<file path="src/sv/bssl_pkg.sv">
// shared constants, codes and controller/datapath interface types for the sorted-set lookup unit
package bssl_pkg;

  // fixed field widths
  localparam int KEY_W    = 64;
  localparam int FUNC_W   = 2;
  localparam int STATUS_W = 2;
  localparam int ENTRY_W  = 13;

  // default table geometry
  localparam int TABLE_DEPTH_DEF = 4096;
  localparam int BKT_SEL_W_DEF   = 10;

  // item function codes
  localparam logic [FUNC_W-1:0] FUNC_APPEND = 2'd0;
  localparam logic [FUNC_W-1:0] FUNC_QUERY  = 2'd1;
  localparam logic [FUNC_W-1:0] FUNC_CLEAR  = 2'd2;

  // result status codes
  localparam logic [STATUS_W-1:0] STATUS_OK    = 2'd0;
  localparam logic [STATUS_W-1:0] STATUS_FULL  = 2'd1;
  localparam logic [STATUS_W-1:0] STATUS_ORDER = 2'd2;

  // commands from controller to datapath
  typedef struct packed {
    logic load;
    logic key_write;
    logic fill_step;
    logic commit;
    logic bkt_read;
    logic range_set;
    logic probe_read;
    logic probe_step;
    logic finish;
  } dp_cmd_t;

  // status from datapath to controller
  typedef struct packed {
    logic reject;
    logic fill_more;
    logic search_more;
  } dp_stat_t;

endpackage

</file>
<file path="src/sv/bssl_ctrl.sv">
// sequencing state machine for append, query and clear items
module bssl_ctrl (
  input  logic                          clk,
  input  logic                          rst,
  input  logic                          start,
  input  logic [bssl_pkg::FUNC_W-1:0]   func,
  input  bssl_pkg::dp_stat_t            stat,
  output bssl_pkg::dp_cmd_t             cmd,
  output logic                          busy,
  output logic                          done
);

  localparam logic [2:0] S_IDLE   = 3'd0;
  localparam logic [2:0] S_APPEND = 3'd1;
  localparam logic [2:0] S_FILL   = 3'd2;
  localparam logic [2:0] S_BKT    = 3'd3;
  localparam logic [2:0] S_RANGE  = 3'd4;
  localparam logic [2:0] S_SEARCH = 3'd5;
  localparam logic [2:0] S_PROBE  = 3'd6;
  localparam logic [2:0] S_FINISH = 3'd7;

  logic [2:0] state;
  logic [2:0] state_next;

  // next state and command decode
  always_comb begin
    state_next = state;
    cmd        = '0;
    case (state)
      S_IDLE: begin
        if (start) begin
          cmd.load = 1'b1;
          case (func)
            bssl_pkg::FUNC_APPEND: state_next = S_APPEND;
            bssl_pkg::FUNC_QUERY:  state_next = S_BKT;
            default:               state_next = S_FINISH;
          endcase
        end
      end
      S_APPEND: begin
        if (stat.reject) begin
          cmd.finish = 1'b1;
          state_next = S_IDLE;
        end else begin
          cmd.key_write = 1'b1;
          state_next    = S_FILL;
        end
      end
      S_FILL: begin
        if (stat.fill_more) begin
          cmd.fill_step = 1'b1;
        end else begin
          cmd.commit = 1'b1;
          cmd.finish = 1'b1;
          state_next = S_IDLE;
        end
      end
      S_BKT: begin
        cmd.bkt_read = 1'b1;
        state_next   = S_RANGE;
      end
      S_RANGE: begin
        cmd.range_set = 1'b1;
        state_next    = S_SEARCH;
      end
      S_SEARCH: begin
        if (stat.search_more) begin
          cmd.probe_read = 1'b1;
          state_next     = S_PROBE;
        end else begin
          cmd.finish = 1'b1;
          state_next = S_IDLE;
        end
      end
      S_PROBE: begin
        cmd.probe_step = 1'b1;
        state_next     = S_SEARCH;
      end
      S_FINISH: begin
        cmd.finish = 1'b1;
        state_next = S_IDLE;
      end
      default: begin
        state_next = S_IDLE;
      end
    endcase
  end

  // state and result strobe
  always_ff @(posedge clk) begin
    if (rst) begin
      state <= S_IDLE;
      done  <= 1'b0;
    end else begin
      state <= state_next;
      done  <= cmd.finish;
    end
  end

  assign busy = (state != S_IDLE);

endmodule

</file>
<file path="config.mk">
export PLATFORM = sky130hd
export DESIGN_NAME = bssl_ctrl
export DESIGN_NICKNAME = d
export VERILOG_FILES = /design/src/sv/bssl_pkg.sv /design/src/sv/bssl_ctrl.sv
export SDC_FILE = /design/constraint.sdc
export NUM_CORES = 1
export LEC_CHECK = 0
export BUFFER_PORTS_ARGS = -buffer_cell sky130_fd_sc_hd__buf_2
export CORE_AREA = 4 4 41 43
export DETAILED_ROUTE_END_ITERATION = 7
export DIE_AREA = 0 0 45 47
export GPL_TIMING_DRIVEN = 0
export PLACE_DENSITY = 0.61
export REMOVE_ABC_BUFFERS = 1
export SYNTH_ARGS = -nofsm -noshare
export SYNTH_HDL_FRONTEND = slang
export SYNTH_SLANG_ARGS = --single-unit
</file>
<file path="constraint.sdc">
create_clock -name clk -period 1.6 [get_ports clk]
set_clock_uncertainty 0.05 [all_clocks]
set_input_delay 0.32 -clock clk [delete_from_list [all_inputs] [get_ports clk]]
set_output_delay 0.32 -clock clk [all_outputs]
set_load 0.05 [all_outputs]
</file>
==> flow_metrics.tcl, run 1 <==
set metrics [dict create \
    run_status "finished with violations" \
    violations "setup timing" \
    crit_required_ns 1.23 \
    synthSimpleGateAreaFrac_pct 40.4 \
    layout_common_cells "9 x buf_2, 7 x buf_4, 5 x clkbuf_4, 3 x buf_6, 3 x dfxtp_4" \
    hold_viol 0 \
    synth_area_um2 338 \
    p_int_uw 713 \
    fin_util_pct 44.3 \
    start_kind "flop" \
    root_buffer "clkbuf_4" \
    path_max_fanout 8 \
    syn_inst 38 \
    io_buffers 18 \
    cts_sinks 4 \
    maxSlewHeadroom_pct 77.4 \
    wirelength_um 902 \
    clkPwrFrac_pct 8.4 \
    place_hpwl_um 639 \
    ys_ff_latch 4 \
    area_delta_synth_final_pct 70.7 \
    grt_start_max_net_pins 17 \
    slew_violations 0 \
    initial_core_util_pct 26.0 \
    startpoint "state[2]" \
    antenna_found_initial 0 \
    die-area_mm2 0.00212 \
    clkTransAtPathRegs_ns 0.04 \
    switching_share_pct 51.6 \
    syn_avg_cell_area_um2 8.89 \
    fin_crit_sh_pct 105 \
    whs_ns 0.257 \
    fin_nets 71 \
    yosysSeqAreaShare_pct 23.7 \
    synth_cell_types 26 \
    reg2reg_from "state[1]" \
    synthTopCellsByArea "dfxtp_1 24%, a2111oi_2 8.9%, a2111oi_4 8.1%" \
    finalWorstSetupSlack_ns -0.0823 \
    synth_compound_area_share_pct 26.3 \
    dr_total_vias 354 \
    overflow 0 \
    pwr-share-seq_pct 19.6 \
    synth_top_family_by_area "simple AND/OR/NAND/NOR gates" \
    cts_buffer_depth 2 \
    core_mm2 0.00130 \
    drv_cap 0 \
    worstSkewPairLatency_ns 0.23 \
    grt_pass1_wl_um 1560 \
    rows 13 \
    fmax_mhz 594 \
    power_density_mw_per_mm2 2560 \
    cts_buffers 3 \
    layout_commonest_cell "buf_2" \
    rsz0062_at_grt "yes" \
    n_fill_cell 133 \
    path_class "reg -> out" \
    antenna_left 0 \
    grt_pass1_vias 372 \
    ir_drop_v 0.000710 \
    hold_class "in -> reg" \
    synth_xor_area_share_pct 0 \
    drc 0 \
    cts_tree "yes" \
    drive_gt1_share_pct 67.2 \
    yosysTopAreaCellShare_pct 23.7 \
    synth_fa_ha_area_share_pct 0 \
    max_slew.worst_pin.slew_ns 0.339 \
    first_iter_violations 1 \
    fp.dieW_um 45 \
    die_h_um 47 \
    fin_crit_ns 1.68 \
    switchingPower_uw 762 \
    cts_max_level 1 \
    synth_top_cell_by_area "dfxtp_1" \
    setup_viol 3 \
    routed_wire_length_per_instance_um 11.9 \
    ioPinCount 19 \
    combPwrFrac_pct 71.9 \
    drtPass1Iterations 2 \
    n_antenna_cell 0 \
    synthMuxAreaShare_pct 0 \
    crit_arrival_ns 1.31 \
    post-layout-total-power_uw 1470 \
    leakage_uw 0.000258 \
    ys_warn_count 0 \
    place_inst 68 \
    critPathCaptureType "output port" \
    pre_cts_ws_ns -0.121 \
    fin_cells 76 \
    place.gp.congestion 0.692 \
    hold_path.startpoint "rst" \
    grt_usage_pct 10.3 \
    vias_per_cell 4.66 \
]
## synth_stat cells
library cell	instances
buf_2	2
nand2b_1	1
nor2_1	2
nor2b_1	1
nand2_1	2
nor4_1	1
and2_1	1
o221a_1	1
and3b_2	1
a211oi_1	1
a21oi_1	1
nor3_1	1
or3_1	1
inv_2	1
a2111oi_4	1
and4b_1	1
nor3b_1	3
nand3b_1	1
nor4b_1	1
or3_4	1
a2111oi_2	2
buf_4	1
and2b_1	2
o211ai_1	1
inv_1	3
dfxtp_1	4
## metrics by stage
stage / TNS [ns] / instance area (um2)
floorplan: -3.07 / 320
global route: -0.442 / 577
global placement: -0.215 / 429
finish: -0.187 / 577
CTS: -0.200 / 549
detailed placement: -0.242 / 429
## cell type report
class                   count  area [um2]  area share [%]
clock buffers               3        22.5            3.90
flip-flops and latches      4        91.3            15.8
well taps                  15        18.8            3.25
inverters                   4        15.0            2.60
repair buffers             23         176            30.6
multi-input cells          27         253            43.8
## state kept, by name (all words and copies together) (netlist names)
name and count:
done 1, state 3
## path summary, 6_finish.rpt
| kind | end | slack [ns] | cells past startpoint |
|---|---|---|---|
| max | cmd[0] | -0.08 | 4 |
| min | state[2] | 0.26 | 2 |
| max reg2reg | state[2] | 0.26 | 4 |
| min reg2reg | state[0] | 0.52 | 1 |
## power by group through the flow
stage,registers (uW),logic (uW),clock network (uW)
after detailed placement,285,790,0
after CTS,296,1010,129
after global placement,282,785,0
after floorplan,274,633,0
after global routing,307,1130,138
final,290,1060,124
## critical path: stages, from the launching register on
cell and delay (ns):
dfxtp_4 0.36, nand2b_4 0.14, or3_4 0.36, nand2_2 0.08, buf_8 0.14
## metal layers
metal	GRT usage [%]	up-vias	routed length, um
met1	12.2	157	395
met3	2.68	0	76
li1	-	184	-
met2	16.1	13	429
met4	7.02	0	0
met5	0	-	0
## cell families (layout without fill, tap and decap cells)
family          count (synthesis)  count (layout)
compound gates                  7               7
buf+inv                         7              30
flops                           4               4
simple gates                   20              20
## repair_timing
action | 4_1_cts | 5_1_grt
gates cloned | 0 | 0
hold endpoints to repair | 0 | 0
buffers inserted | 3 | 2
setup endpoints to repair | 10 | 8
resized for setup | 25 | 4
hold buffers | 0 | 0
pin swaps | 0 | 1
No activity file was read; power rests on OpenSTA's default activity.
==> inputs of run 2 (changes only) <==
BUFFER_PORTS_ARGS = not set   (was -buffer_cell sky130_fd_sc_hd__buf_2)
DONT_BUFFER_PORTS = 1   (was not set)
PLACE_DENSITY = 0.49   (was 0.61)
==> flow_metrics.tcl, run 2 (same netlist as run 1, synthesis figures left out) <==
set metrics [dict create \
    place_hpwl_um 648 \
    die_h_um 47 \
    grt_start_max_net_pins 14 \
    die-area_mm2 0.00212 \
    cts_buffers 3 \
    hold_class "in -> reg" \
    cts_buffer_depth 2 \
    rsz0062_at_grt "yes" \
    overflow 0 \
    finalSetupTns_ns -0.725 \
    grt_usage_pct 11.1 \
    ioPinCount 19 \
    initial_core_util_pct 26.0 \
    core_mm2 0.00130 \
    slew_violations 0 \
    critPathCaptureType "output port" \
    io_buffers 0 \
    first_iter_violations 5 \
    place.gp.congestion 0.704 \
    fin_crit_sh_pct 110 \
    clkTransAtPathRegs_ns 0.03 \
    start_kind "flop" \
    crit_path_top_delay_cell "or3_4" \
    layout_common_cells "7 x buf_4, 4 x buf_6, 3 x nor3b_4, 3 x clkbuf_4, 3 x dfxtp_4" \
    hold_viol 0 \
    max_slew.worst_pin.slew_ns 0.719 \
    path_cells "or3_4 -> nor2_4" \
    drv_cap 0 \
    worstSkewPairLatency_ns 0.23 \
    crit_arrival_ns 1.39 \
    grt_pass1_vias 345 \
    path_class "reg -> out" \
    cts_max_level 1 \
    n_antenna_cell 0 \
    fin_nets 59 \
    wirelength_um 1020 \
    violations "setup timing" \
    finalWorstSetupSlack_ns -0.159 \
    root_buffer "clkbuf_4" \
    setup_viol 6 \
    area_delta_synth_final_pct 64.8 \
    antenna_found_initial 0 \
    antenna_left 0 \
    grt_pass1_wl_um 1640 \
    fp.dieW_um 45 \
    maxSlewHeadroom_pct 51.9 \
    top_register "state" \
    layout_commonest_cell "buf_4" \
    dr_total_vias 341 \
    rows 13 \
    path_max_fanout 6 \
    largest_reg_flops 3 \
    r2r_slack_ns 0.13 \
    fin_crit_ns 1.76 \
    vias_per_cell 5.33 \
    drive_gt1_share_pct 69.4 \
    crit_required_ns 1.23 \
    critPathMaxStageDelay_ns 0.50 \
    cp_top_family "simple AND/OR/NAND/NOR gates" \
    routed_wire_length_per_instance_um 16.0 \
    fmax_mhz 569 \
    n_fill_cell 130 \
    cts_tree "yes" \
    run_status "finished with violations" \
    drtPass1Iterations 2 \
    reg_top3 "state x3, done x1" \
    critPathBufInv 0 \
    drc 0 \
    cts_sinks 4 \
]
-- run 2: cell count changes in the layout (fill, tap and decap cells not counted), moves of 2 or more --
cell	before	now
nor3b_4	0	3
buf_2	9	0
buf_8	2	0
clkbuf_4	5	3
inv_2	2	0
nor3b_1	2	0
-- run 2: path summary, 6_finish.rpt --
kind,from,end,cells past startpoint
max,state[1],cmd[8],2
min reg2reg,state[0],state[0],1
min,rst,state[2],1
max reg2reg,state[0],state[2],3
-- run 2: final cells by class --
| class | instances | area [um2] | share of cell area [%] |
|---|---|---|---|
| Sequential cell | 4 | 91.3 | 16.4 |
| Tap cell | 15 | 18.8 | 3.37 |
| Timing Repair Buffer | 11 | 97.6 | 17.5 |
| Multi-Input combinational cell | 27 | 305 | 54.8 |
| Clock buffer | 3 | 22.5 | 4.04 |
| Inverter | 4 | 21.3 | 3.82 |
-- run 2: routing by layer --
layer | global-route usage (%) | up-vias | wire length (um) | share of wire (%)
met5 | 0 | - | 0 | 0
li1 | - | 161 | - | -
met4 | 5.26 | 0 | 0 | 0
met2 | 16.1 | 13 | 511 | 50
met3 | 4.60 | 0 | 73 | 7.1
met1 | 14.1 | 167 | 437 | 43
-- run 2: through the flow --
stage	instance area (um2)	setup WS [ns]	cells	hold WS (ns)	utilization [%]
floorplan	320	-1.00	35	0.339	-
CTS	508	-0.193	61	0.0963	39.0
global placement	339	-1.13	50	0.348	26.1
finish	557	-0.159	64	0.105	42.8
detailed placement	360	-0.492	50	0.350	27.7
global route	557	-0.189	64	0.0873	42.8
-- run 2: what timing repair did --
| item | in CTS | in global routing |
|---|---|---|
| setup endpoints to repair | 12 | 9 |
| pin swaps | 6 | 6 |
| buffers inserted | 8 | 3 |
| hold buffers | 0 | 0 |
| gates resized for setup | 20 | 7 |
Power of run 2 is left out: the tool's default activity adds up to more than one toggle a clock period on the data nets, which glitch-free logic cannot reach.
==> inputs of run 3 (changes only) <==
PLACE_DENSITY = 0.5   (was 0.49)
clock period = 1.5 ns   (was 1.6 ns; I/O delays follow)
==> flow_metrics.tcl, run 3 (same netlist as run 1, synthesis figures left out) <==
set metrics [dict create \
    run_status "finished with violations" \
    violations "setup timing" \
    worstSkewPairLatency_ns 0.24 \
    grt_start_max_net_pins 9 \
    met3WireLength_um 92 \
    path_class "reg -> out" \
    layout_common_cells "9 x buf_4, 3 x nor3b_4, 3 x clkbuf_4, 3 x dfxtp_4" \
    die_h_um 47 \
    core_mm2 0.00130 \
    clkTransAtPathRegs_ns 0.04 \
    fin_cells 63 \
    crit_required_ns 1.15 \
    max_slew.worst_pin.slew_ns 0.745 \
    drive_gt1_share_pct 72.9 \
    area_delta_synth_final_pct 66.7 \
    critPathCaptureType "output port" \
    cts_sinks 4 \
    wl_met1_um 401 \
    top_register "state" \
    rows 13 \
    first_iter_violations 2 \
    setup_viol 9 \
    overflow 0 \
    slew_violations 0 \
    wl_met2_um 560 \
    grt_pass1_vias 367 \
    ioPinCount 19 \
    reg_top3 "state x3, done x1" \
    antenna_left 0 \
    n_antenna_cell 0 \
    fp.dieW_um 45 \
    io_buffers 0 \
    n_fill_cell 145 \
    drtPass1Iterations 2 \
    layout_commonest_cell "buf_4" \
    hold_viol 0 \
    root_buffer "clkbuf_4" \
    start_kind "flop" \
    grt_pass1_wl_um 1700 \
    grt_usage_pct 11.7 \
    antenna_found_initial 0 \
    drv_cap 0 \
    cts_tree "yes" \
    finalWorstSetupSlack_ns -0.265 \
    fin_crit_sh_pct 118 \
    cts_buffer_depth 2 \
    r2r_slack_ns 0.04 \
    fin_crit_ns 1.76 \
    cts_buffers 3 \
    fin_nets 58 \
    maxSlewHeadroom_pct 50.1 \
    crit_arrival_ns 1.41 \
    vias_per_cell 5.46 \
    cts_max_level 1 \
    routed.top_layer "met4" \
    wirelength_um 1060 \
    die-area_mm2 0.00212 \
    dr_total_vias 344 \
    rsz0062_at_grt "yes" \
    hold_class "in -> reg" \
    path_max_fanout 8 \
    routed_wire_length_per_instance_um 16.8 \
    place.gp.congestion 0.719 \
    largest_reg_flops 3 \
    place_inst 50 \
    drc 0 \
    place_hpwl_um 630 \
    fmax_mhz 567 \
    initial_core_util_pct 26.0 \
]
run 3: worst max-delay path, cell delays in order, from the launching register on:
cell and delay, ns:
dfxtp_4 0.37, nand2b_4 0.16, or3_4 0.42, clkinvlp_4 0.22
run 3: layer usage:
layer | track usage, % | up-vias
met3 | 3.07 | 2
met4 | 10.5 | 0
met5 | 0 | -
met2 | 18.9 | 17
met1 | 12.4 | 165
li1 | - | 160
run 3: what timing repair did:
action,4_1_cts,5_1_grt
buffers inserted,9,1
endpoints found under the setup margin,12,11
resized for setup,21,8
pin swaps,6,9
hold buffers,0,0
run 3: stage by stage:
| stage | util (%) | instance area, um2 | hold slack [ns] | worst slack [ns] | TNS (ns) |
|---|---|---|---|---|---|
| after detailed placement | 27.7 | 360 | 0.322 | -0.584 | -3.15 |
| after global routing | 43.3 | 563 | 0.0676 | -0.290 | -1.85 |
| after global placement | 26.1 | 339 | 0.325 | -1.23 | -4.95 |
| after floorplan | - | 320 | 0.319 | -1.08 | -3.73 |
| final | 43.3 | 563 | 0.0772 | -0.265 | -1.47 |
| after CTS | 40.2 | 523 | 0.0777 | -0.286 | -1.73 |
run 3: final cells by class:
class,instances,area (um2),share of cell area [%]
tap,15,18.8,3.33
inverter,4,18.8,3.33
multi-input combinational,27,333,59.1
clock buffer,3,22.5,4.00
timing repair buffer,10,78.8,14.0
sequential,4,91.3,16.2
run 3: final timing paths:
path / start / endpoint / cells after the start
setup reg to reg: state[2] / state[1] / 5
hold / removal: rst / state[2] / 1
hold reg to reg: state[0] / state[0] / 2
setup / recovery: state[2] / cmd[5] / 3
Power of run 3 is left out for the same reason.
